<file path="src/rtl/abr_pkg.sv">
`default_nettype none
package abr_pkg;

  localparam int MEM_WORDS = 64;
  localparam int ADDR_W    = $clog2(MEM_WORDS);
  localparam int QDEPTH    = 2;
  localparam int QPTR_W    = $clog2(QDEPTH);

  localparam logic [7:0] OP_READ       = 8'd1;
  localparam logic [7:0] OP_READ_WIDE  = 8'd2;
  localparam logic [7:0] OP_WRITE      = 8'd3;
  localparam logic [7:0] OP_WRITE_WIDE = 8'd4;

  localparam logic [7:0] CH_COLON = 8'h3A;
  localparam logic [7:0] CH_NL    = 8'h0A;
  localparam logic [7:0] CH_E     = 8'h65;

  localparam logic [4:0] POS_MAX = 5'd31;

  typedef enum logic [2:0] {
    ERR_NONE    = 3'd0,
    ERR_FORMAT  = 3'd1,
    ERR_ADDRESS = 3'd2,
    ERR_OPCODE  = 3'd3,
    ERR_DENIED  = 3'd4
  } err_t;

  // one decoded command line, handed from the parser to the executor
  typedef struct packed {
    err_t              err;
    logic              wr;
    logic              wide;
    logic [ADDR_W-1:0] addr;
    logic [15:0]       lo;
    logic [15:0]       hi;
  } cmd_t;

  // {ok, digit}
  function automatic logic [4:0] hex_decode(input logic [7:0] c);
    logic [4:0] r;
    r = 5'd0;
    if (c >= 8'h30 && c <= 8'h39) r = {1'b1, 4'(c - 8'h30)};
    else if (c >= 8'h61 && c <= 8'h66) r = {1'b1, 4'(c - 8'h57)};
    else if (c >= 8'h41 && c <= 8'h46) r = {1'b1, 4'(c - 8'h37)};
    return r;
  endfunction

  function automatic logic [7:0] hex_char(input logic [3:0] n);
    logic [7:0] r;
    if (n < 4'd10) r = 8'h30 + {4'd0, n};
    else r = 8'h57 + {4'd0, n};
    return r;
  endfunction

endpackage
`default_nettype wire

</file>
<file path="src/rtl/ascii_hex_register_access_bridge.sv">
`default_nettype none
// channel   direction  handshake                 payload
// in        input      in_valid / in_stall       in_char[7:0]
// out       output     out_valid / out_stall     out_char[7:0], out_last
// cfg       input      psel/penable/pwrite/pready  paddr[3:0], pwdata[63:0], prdata[63:0]
//
// characters are taken one per cycle unless in_stall is high, which it is while the
// two-entry command queue is full; only a newline enters that queue.
// the executor goes straight to emitting for an error, writes the low (and if wide the
// high) word, or reads and captures them; text leaves at one character per cycle, unless
// stalled, through the output register; the word memory has one read and one write port.
// rst is synchronous and clears the parser, queue, word valid bits and mask at once.
// out_stall holds the output register; the parser keeps running until the queue fills.
module ascii_hex_register_access_bridge
  import abr_pkg::*;
(
  input  wire logic        clk,
  input  wire logic        rst,
  input  wire logic        in_valid,
  output logic             in_stall,
  input  wire logic [7:0]  in_char,
  output logic             out_valid,
  input  wire logic        out_stall,
  output logic [7:0]       out_char,
  output logic             out_last,
  input  wire logic        psel,
  input  wire logic        penable,
  input  wire logic        pwrite,
  input  wire logic [3:0]  paddr,
  input  wire logic [63:0] pwdata,
  output logic [63:0]      prdata,
  output logic             pready
);

  logic [63:0] mask;
  logic        q_full;
  logic        q_push;
  cmd_t        q_cmd;
  logic        q_avail;
  logic        q_pop;
  cmd_t        q_head;

  assign pready = 1'b1;
  assign prdata = paddr[3] ? 64'd0 : mask;

  always_ff @(posedge clk) begin
    if (rst) begin
      mask <= 64'd0;
    end else if (psel && penable && pwrite && pready && !paddr[3]) begin
      mask <= pwdata;
    end
  end

  abr_front u_front (
    .clk      (clk),
    .rst      (rst),
    .in_valid (in_valid),
    .in_stall (in_stall),
    .in_char  (in_char),
    .mask     (mask),
    .q_full   (q_full),
    .q_push   (q_push),
    .q_cmd    (q_cmd)
  );

  abr_queue u_queue (
    .clk      (clk),
    .rst      (rst),
    .push     (q_push),
    .push_cmd (q_cmd),
    .full     (q_full),
    .avail    (q_avail),
    .pop      (q_pop),
    .head     (q_head)
  );

  abr_back u_back (
    .clk       (clk),
    .rst       (rst),
    .q_avail   (q_avail),
    .q_pop     (q_pop),
    .q_head    (q_head),
    .out_valid (out_valid),
    .out_stall (out_stall),
    .out_char  (out_char),
    .out_last  (out_last)
  );

endmodule
`default_nettype wire

</file>
<file path="src/rtl/abr_ram.sv">
`default_nettype none
module abr_ram #(
  parameter int WIDTH = 16,
  parameter int DEPTH = 64
) (
  input  wire logic                     clk,
  input  wire logic                     we,
  input  wire logic [$clog2(DEPTH)-1:0] waddr,
  input  wire logic [WIDTH-1:0]         wdata,
  input  wire logic [$clog2(DEPTH)-1:0] raddr,
  output logic      [WIDTH-1:0]         rdata
);

  logic [WIDTH-1:0] mem [DEPTH];

  always_ff @(posedge clk) begin
    if (we) mem[waddr] <= wdata;
    rdata <= mem[raddr];
  end

endmodule
`default_nettype wire

</file>
<file path="src/rtl/abr_front.sv">
`default_nettype none
module abr_front
  import abr_pkg::*;
(
  input  wire logic        clk,
  input  wire logic        rst,
  input  wire logic        in_valid,
  output logic             in_stall,
  input  wire logic [7:0]  in_char,
  input  wire logic [63:0] mask,
  input  wire logic        q_full,
  output logic             q_push,
  output cmd_t             q_cmd
);

  logic [4:0]  pos;
  logic [7:0]  op_acc;
  logic [15:0] addr_acc;
  logic [31:0] val_acc;
  logic        bad;
  logic        accept;
  logic        is_nl;
  logic [4:0]  dec;
  logic [4:0]  need;
  logic        known_op;
  logic        is_wide;
  logic        is_wr;

  assign in_stall = q_full;
  assign accept   = in_valid && !q_full;
  assign is_nl    = (in_char == CH_NL);
  assign dec      = hex_decode(in_char);
  assign q_push   = accept && is_nl;

  always_comb begin
    is_wide  = (op_acc == OP_READ_WIDE) || (op_acc == OP_WRITE_WIDE);
    is_wr    = (op_acc == OP_WRITE) || (op_acc == OP_WRITE_WIDE);
    known_op = (op_acc == OP_READ) || (op_acc == OP_READ_WIDE) || is_wr;
    if (op_acc == OP_WRITE) need = 5'd11;
    else if (op_acc == OP_WRITE_WIDE) need = 5'd15;
    else need = 5'd7;

    q_cmd.wr   = is_wr;
    q_cmd.wide = is_wide;
    q_cmd.addr = addr_acc[ADDR_W-1:0];
    q_cmd.hi   = val_acc[31:16];
    // a narrow write keeps the first four value digits
    if (op_acc == OP_WRITE_WIDE || pos >= 5'd15) q_cmd.lo = is_wide ? val_acc[15:0]
                                                                    : val_acc[31:16];
    else if (pos == 5'd14) q_cmd.lo = val_acc[27:12];
    else if (pos == 5'd13) q_cmd.lo = val_acc[23:8];
    else if (pos == 5'd12) q_cmd.lo = val_acc[19:4];
    else q_cmd.lo = val_acc[15:0];

    if (bad || pos < need) q_cmd.err = ERR_FORMAT;
    else if (addr_acc >= 16'(MEM_WORDS)) q_cmd.err = ERR_ADDRESS;
    else if (!known_op) q_cmd.err = ERR_OPCODE;
    else if (is_wide && addr_acc == 16'(MEM_WORDS - 1)) q_cmd.err = ERR_ADDRESS;
    else if (is_wr && mask[addr_acc[5:0]]) q_cmd.err = ERR_DENIED;
    else q_cmd.err = ERR_NONE;
  end

  always_ff @(posedge clk) begin
    if (rst) begin
      pos      <= 5'd0;
      op_acc   <= 8'd0;
      addr_acc <= 16'd0;
      val_acc  <= 32'd0;
      bad      <= 1'b0;
    end else if (accept) begin
      if (is_nl) begin
        pos      <= 5'd0;
        op_acc   <= 8'd0;
        addr_acc <= 16'd0;
        val_acc  <= 32'd0;
        bad      <= 1'b0;
      end else begin
        if (pos == 5'd0) begin
          if (in_char != CH_COLON) bad <= 1'b1;
        end else if (pos < POS_MAX) begin
          if (!dec[4]) bad <= 1'b1;
          else if (pos <= 5'd2) op_acc <= {op_acc[3:0], dec[3:0]};
          else if (pos <= 5'd6) addr_acc <= {addr_acc[11:0], dec[3:0]};
          else if (pos <= 5'd14) val_acc <= {val_acc[27:0], dec[3:0]};
        end
        if (pos < POS_MAX) pos <= pos + 5'd1;
      end
    end
  end

endmodule
`default_nettype wire

</file>
<file path="src/rtl/abr_queue.sv">
`default_nettype none
module abr_queue
  import abr_pkg::*;
(
  input  wire logic clk,
  input  wire logic rst,
  input  wire logic push,
  input  cmd_t      push_cmd,
  output logic      full,
  output logic      avail,
  input  wire logic pop,
  output cmd_t      head
);

  cmd_t              slots [QDEPTH];
  logic [QPTR_W-1:0] wr_ptr;
  logic [QPTR_W-1:0] rd_ptr;
  logic [QPTR_W:0]   count;

  assign full  = (count == (QPTR_W+1)'(QDEPTH));
  assign avail = (count != '0);
  assign head  = slots[rd_ptr];

  always_ff @(posedge clk) begin
    if (push) slots[wr_ptr] <= push_cmd;
  end

  always_ff @(posedge clk) begin
    if (rst) begin
      wr_ptr <= '0;
      rd_ptr <= '0;
      count  <= '0;
    end else begin
      if (push) wr_ptr <= (wr_ptr == QPTR_W'(QDEPTH - 1)) ? '0 : wr_ptr + 1'b1;
      if (pop) rd_ptr <= (rd_ptr == QPTR_W'(QDEPTH - 1)) ? '0 : rd_ptr + 1'b1;
      if (push && !pop) count <= count + 1'b1;
      else if (pop && !push) count <= count - 1'b1;
    end
  end

endmodule
`default_nettype wire

</file>
<file path="src/rtl/abr_back.sv">
`default_nettype none
module abr_back
  import abr_pkg::*;
(
  input  wire logic       clk,
  input  wire logic       rst,
  input  wire logic       q_avail,
  output logic            q_pop,
  input  cmd_t            q_head,
  output logic            out_valid,
  input  wire logic       out_stall,
  output logic [7:0]      out_char,
  output logic            out_last
);

  typedef enum logic [6:0] {
    S_IDLE  = 7'b0000001,
    S_WR_LO = 7'b0000010,
    S_WR_HI = 7'b0000100,
    S_RD_LO = 7'b0001000,
    S_RD_HI = 7'b0010000,
    S_CAP   = 7'b0100000,
    S_EMIT  = 7'b1000000
  } state_t;

  state_t            state, state_next;
  cmd_t              cmd, cmd_next;
  logic [47:0]       line, line_next;
  logic [3:0]        cnt, cnt_next;
  logic              lead_e, lead_e_next;
  logic [15:0]       lo_rd, lo_rd_next;
  logic [MEM_WORDS-1:0] vbits;
  logic              rvld;
  logic              we;
  logic [ADDR_W-1:0] waddr;
  logic [15:0]       wdata;
  logic [ADDR_W-1:0] raddr;
  logic [15:0]       rdata;
  logic [15:0]       rd_eff;
  logic [15:0]       addr16;
  logic              out_free;
  logic              emit;
  logic [7:0]        emit_char;
  logic              emit_last;

  abr_ram #(.WIDTH(16), .DEPTH(MEM_WORDS)) u_ram (
    .clk   (clk),
    .we    (we),
    .waddr (waddr),
    .wdata (wdata),
    .raddr (raddr),
    .rdata (rdata)
  );

  // never-written words read as zero
  assign rd_eff   = rvld ? rdata : 16'd0;
  assign addr16   = 16'(cmd.addr);
  assign out_free = !out_valid || !out_stall;

  always_comb begin
    state_next  = state;
    cmd_next    = cmd;
    line_next   = line;
    cnt_next    = cnt;
    lead_e_next = lead_e;
    lo_rd_next  = lo_rd;
    q_pop       = 1'b0;
    we          = 1'b0;
    waddr       = cmd.addr;
    wdata       = cmd.lo;
    raddr       = cmd.addr;
    emit        = 1'b0;
    emit_char   = CH_NL;
    emit_last   = 1'b0;
    case (state)
      S_IDLE: begin
        if (q_avail) begin
          q_pop    = 1'b1;
          cmd_next = q_head;
          if (q_head.err != ERR_NONE) begin
            line_next   = {13'd0, q_head.err, 32'd0};
            cnt_next    = 4'd4;
            lead_e_next = 1'b1;
            state_next  = S_EMIT;
          end else if (q_head.wr) begin
            state_next = S_WR_LO;
          end else begin
            state_next = S_RD_LO;
          end
        end
      end
      S_WR_LO: begin
        we = 1'b1;
        if (cmd.wide) begin
          state_next = S_WR_HI;
        end else begin
          line_next  = {addr16, cmd.lo, 16'd0};
          cnt_next   = 4'd8;
          state_next = S_EMIT;
        end
      end
      S_WR_HI: begin
        we         = 1'b1;
        waddr      = cmd.addr + 1'b1;
        wdata      = cmd.hi;
        line_next  = {addr16, cmd.hi, cmd.lo};
        cnt_next   = 4'd12;
        state_next = S_EMIT;
      end
      S_RD_LO: begin
        state_next = cmd.wide ? S_RD_HI : S_CAP;
      end
      S_RD_HI: begin
        raddr      = cmd.addr + 1'b1;
        lo_rd_next = rd_eff;
        state_next = S_CAP;
      end
      S_CAP: begin
        if (cmd.wide) begin
          line_next = {addr16, rd_eff, lo_rd};
          cnt_next  = 4'd12;
        end else begin
          line_next = {addr16, rd_eff, 16'd0};
          cnt_next  = 4'd8;
        end
        state_next = S_EMIT;
      end
      S_EMIT: begin
        if (out_free) begin
          emit = 1'b1;
          if (lead_e) begin
            emit_char   = CH_E;
            lead_e_next = 1'b0;
          end else if (cnt != 4'd0) begin
            emit_char = hex_char(line[47:44]);
            line_next = {line[43:0], 4'd0};
            cnt_next  = cnt - 4'd1;
          end else begin
            emit_last  = 1'b1;
            state_next = S_IDLE;
          end
        end
      end
      default: state_next = S_IDLE;
    endcase
  end

  always_ff @(posedge clk) begin
    if (rst) begin
      state     <= S_IDLE;
      vbits     <= '0;
      out_valid <= 1'b0;
      lead_e    <= 1'b0;
      cnt       <= 4'd0;
    end else begin
      state  <= state_next;
      lead_e <= lead_e_next;
      cnt    <= cnt_next;
      if (we) vbits[waddr] <= 1'b1;
      if (out_free) out_valid <= emit;
    end
  end

  always_ff @(posedge clk) begin
    cmd   <= cmd_next;
    line  <= line_next;
    lo_rd <= lo_rd_next;
    rvld  <= vbits[raddr];
    if (out_free && emit) begin
      out_char <= emit_char;
      out_last <= emit_last;
    end
  end

endmodule
`default_nettype wire
</file>
<file path="config.mk">
export PLATFORM = sky130hd
export DESIGN_NAME = ascii_hex_register_access_bridge
export DESIGN_NICKNAME = d
export VERILOG_FILES = /design/src/rtl/abr_pkg.sv /design/src/rtl/ascii_hex_register_access_bridge.sv /design/src/rtl/abr_ram.sv /design/src/rtl/abr_front.sv /design/src/rtl/abr_queue.sv /design/src/rtl/abr_back.sv
export SDC_FILE = /design/constraint.sdc
export NUM_CORES = 2
export LEC_CHECK = 0
export BUFFER_PORTS_ARGS = -buffer_cell sky130_fd_sc_hd__clkbuf_2
export CAP_MARGIN = 20
export CORE_MARGIN = 2
export CORE_UTILIZATION = 32
export CTS_CLUSTER_SIZE = 28
export DETAILED_ROUTE_END_ITERATION = 10
export SLEW_MARGIN = 20
export SYNTH_ARGS = -nofsm -noshare
export SYNTH_HDL_FRONTEND = slang
export SYNTH_SLANG_ARGS = --single-unit
</file>
<file path="constraint.sdc">
create_clock -name clk -period 7.6 [get_ports clk]
set_input_delay 1.52 -clock clk [delete_from_list [all_inputs] [get_ports clk]]
set_output_delay 1.52 -clock clk [all_outputs]
set_load 0.005 [all_outputs]
</file>
==> out/metrics.cfg <==
[placed_design]
place_ws_ns=2.66
hpwl_um=104000
dp.cells=7553
gp_congestion=0.847
port_buffers=153

[yosys]
synth_fp_nets=5078
synthCells=4978
syn_area_per_cell_um2=13.2
ys.flop_type=edfxtp_1
yosysUniqueCellTypes=82
async_flop_share_pct=0
seq_area_frac_synth_pct=62.8
synth_edf_count=1221
syn_area_um2=65600
yosysWarnings=0
ys_ff_latch=1446

[global_routing]
grt_util_met3_pct=2.79
grt_pass1_vias=42600
grt_antenna_before_repair=5
grt_max_degree=157
use_met2_pct=27.3
grt_pass1_wl_um=269000
use_met1_pct=22.9
track_usage_pct=16.8
grt_overflow=0
top_usage_layer=met2

[cells_and_area]
fin_cells=7831
syn_to_final_growth_pct=13.5
final_common_cell=edfxtp_1
postLayoutCoreUtil_pct=36.5
final_cell_mix=1221 x edfxtp_1, 610 x mux2i_1, 311 x nand2_1
drive_gt1_share_pct=14.4
fin_nets=5120
antenna_cells=0

[power]
ir_worst_vdd_uv=206
pwr-share-seq_pct=41.9
netSwitchingPower_uw=7370
p_leak_uw=0.0253
pwr_density_cell_nw_per_um2=310
p_int_uw=15700
combPwrFrac_pct=26.4
power.clock.fraction_pct=31.8
p_sw_share_pct=31.9

[sta]
tightest_slew_ns=1.09
fin_worst_skew_ns=0.0318
fin_crit_sh_pct=65.2
holdWs_ns=0.454
tns_ns=0
final-setup-viol-count=0
rsz0062_at_grt=no
fin_crit_ns=4.95
max-slew-margin-rel_pct=27.4
fmax_mhz=202
finalHoldViolCount=0
maxSlewViolCount=0
fin_ws_ns=2.65

[floorplanning]
start_util_pct=32.1
row_count=166
fp.dieW_um=457
coreArea_um2=204000
die_h_um=457
ios=159
dieArea_um2=209000

[worst_setup_path]
crit_path_frequent_cell=buf_4
reg2regPathDepth=9
crit_family=buffers and inverters
cp_max_fo=126
r2r_setup_slack_ns=2.65
r2r-end=u_back.u_ram.rdata[12]
cp.arrival_ns=5.57
critPathBufInv=3
critPathKind=reg2reg
required_ns=8.22
rr_startpoint=u_back.addr16[0]
cpPeakStageDelay_ns=0.91
start_kind=register
cp_cell_sequence=buf_12 > buf_4 > buf_4 > mux2i_1 > a22oi_1 > a32oi_1 > nand3_1 > a21oi_1 > nand4_1
crit_path_end_kind=register
critical-path-slowest-cell=buf_4

[clock_network]
cts_buffers=153
h-tree-depth=4
clk_pin_slew_ns=0.06
cts-root-buf=clkbuf_16
cts-resized-gates=0
cts_buffer_depth=3
clock_latency_ns=0.80
cts_tree=done
cts_hold_buf=0
clkSinkCount=1446
cts_setup_buffers=0

[hold_path]
holdPathEnd=u_front.addr_acc[15]
hp-class=reg2reg
min_from=u_front.addr_acc[15]
hold_depth=2

[drt]
vias_per_cell=5.62
drt_wl_total_um=181000
ant_nets=0
dr.pass1.iters=6
wire_per_inst_um=23.1
drc=0
drt-initial-drc-count=4611
via_count=44000

[status]
status=finished clean

[run]
maxCapViolCount=0

## flip-flops by register name (all words and copies together), names as in the netlist, 5 cells and up, named ones only
| name | cells |
|---|---|
| mask | 64 |
| u_back.line | 48 |
| u_back.addr16 | 6 |
| u_back.state | 7 |
| u_front.op_acc | 8 |
| u_queue.slots | 86 |
| u_back.lo_rd | 16 |
| u_front.pos | 5 |
| u_back.cmd | 33 |
| u_back.u_ram.rdata | 16 |
| u_front.val_acc | 32 |
| u_back.out_char | 7 |
| u_back.u_ram.mem | 1024 |
| u_front.addr_acc | 16 |
| u_back.vbits | 64 |
## kinds of logic (layout without fill, tap and decap cells)
| family | after synthesis | after routing | synth area share [%] |
|---|---|---|---|
| flip-flops | 1446 | 1446 | 62.8 |
| AND/OR/NAND/NOR | 991 | 991 | 6.93 |
| multiplexers | 769 | 769 | 13.8 |
| XOR/XNOR | 12 | 12 | 0.160 |
| AO/OA/AOI/OAI | 1306 | 1306 | 13.4 |
| other | 2 | 2 | 0.0115 |
| adder cells (fa/ha/maj) | 17 | 17 | 0.324 |
| buffers and inverters | 435 | 600 | 2.63 |
## worst max path at each step
stage                      from                endpoint  slack (ns)  depth (start not counted)
3_3_place_gp         in_char[0]    u_queue.slots[1][28]        2.81                          7
6_report       u_back.addr16[0]  u_back.u_ram.rdata[12]        2.65                          9
4_1_cts        u_back.addr16[0]  u_back.u_ram.rdata[12]        2.79                          9
3_5_place_dp         in_char[0]    u_queue.slots[0][12]        2.66                          7
2_1_floorplan        in_char[0]     u_queue.slots[0][0]        1.63                          7
5_1_grt        u_back.addr16[0]   u_back.u_ram.rdata[9]        2.42                          9
## area by class of cell
class	instances	area (um2)
Clock buffer	209	4240
Clock inverter	69	654
Fill cell	19400	130000
Inverter	23	93.8
Multi-Input combinational cell	3097	22900
Sequential cell	1446	41200
Tap cell	2688	3360
Timing Repair Buffer	299	2010
## tightest hold or removal path: stages (launching register included)
cell	delay (ns)
dfxtp_1	0.31
nand2_1	0.05
a21oi_1	0.05
## cells in the mapped netlist, types with 4 or more instances
cell type | instances | share of area (%)
nand4_1 | 7 | 0.067
or3_1 | 4 | 0.038
o21ai_0 | 212 | 1.6
o21bai_1 | 5 | 0.057
mux2i_1 | 610 | 9.3
nand2b_1 | 8 | 0.076
a22o_1 | 10 | 0.13
buf_1 | 58 | 0.33
dfxtp_1 | 225 | 6.9
nand3b_1 | 8 | 0.092
xor2_1 | 7 | 0.094
and2_1 | 39 | 0.37
nor4_1 | 9 | 0.086
a211oi_1 | 47 | 0.54
buf_4 | 6 | 0.069
nor2_1 | 248 | 1.4
a31oi_1 | 36 | 0.34
clkbuf_1 | 304 | 1.7
a221oi_1 | 64 | 0.85
o221ai_1 | 189 | 2.5
nand2_1 | 330 | 1.9
nor3_1 | 46 | 0.35
and3b_1 | 4 | 0.053
edfxtp_1 | 1221 | 56
o31ai_1 | 4 | 0.046
o22ai_1 | 268 | 2.6
inv_1 | 22 | 0.13
mux4_2 | 102 | 3.5
a32oi_1 | 26 | 0.35
a311oi_1 | 7 | 0.094
a21oi_1 | 244 | 1.9
a22oi_1 | 141 | 1.6
and3_1 | 9 | 0.086
ha_1 | 17 | 0.32
a211o_1 | 8 | 0.11
nor2b_1 | 91 | 0.87
o311ai_1 | 4 | 0.053
buf_2 | 42 | 0.32
nand3_1 | 168 | 1.3
mux2_2 | 56 | 0.96
xnor2_1 | 5 | 0.067
## power by group through the flow
stage | Clock (uW) | Combinational, uW | Sequential (uW)
after floorplan | 0 | 4100 | 9720
after global placement | 0 | 5950 | 9810
after detailed placement | 0 | 6060 | 9810
after CTS | 7480 | 6080 | 9650
after global routing | 7780 | 6510 | 9680
final | 7330 | 6080 | 9660
## layer usage
| layer | routed length [um] | vias up | part of all wire, % |
|---|---|---|---|
| li1 | - | 19900 | - |
| met1 | 78200 | 22300 | 43 |
| met2 | 85700 | 1589 | 47 |
| met3 | 12200 | 264 | 6.7 |
| met4 | 4830 | 0 | 2.7 |
| met5 | 0 | - | 0 |
## per-stage QoR
step / total power [uW] / cell area, um2
after floorplan: 13800 / 65600
after global placement: 15800 / 69500
after detailed placement: 15900 / 69500
after CTS: 23200 / 74400
after global routing: 24000 / 74400
final: 23100 / 74400
No activity file was read; power rests on OpenSTA's default activity.
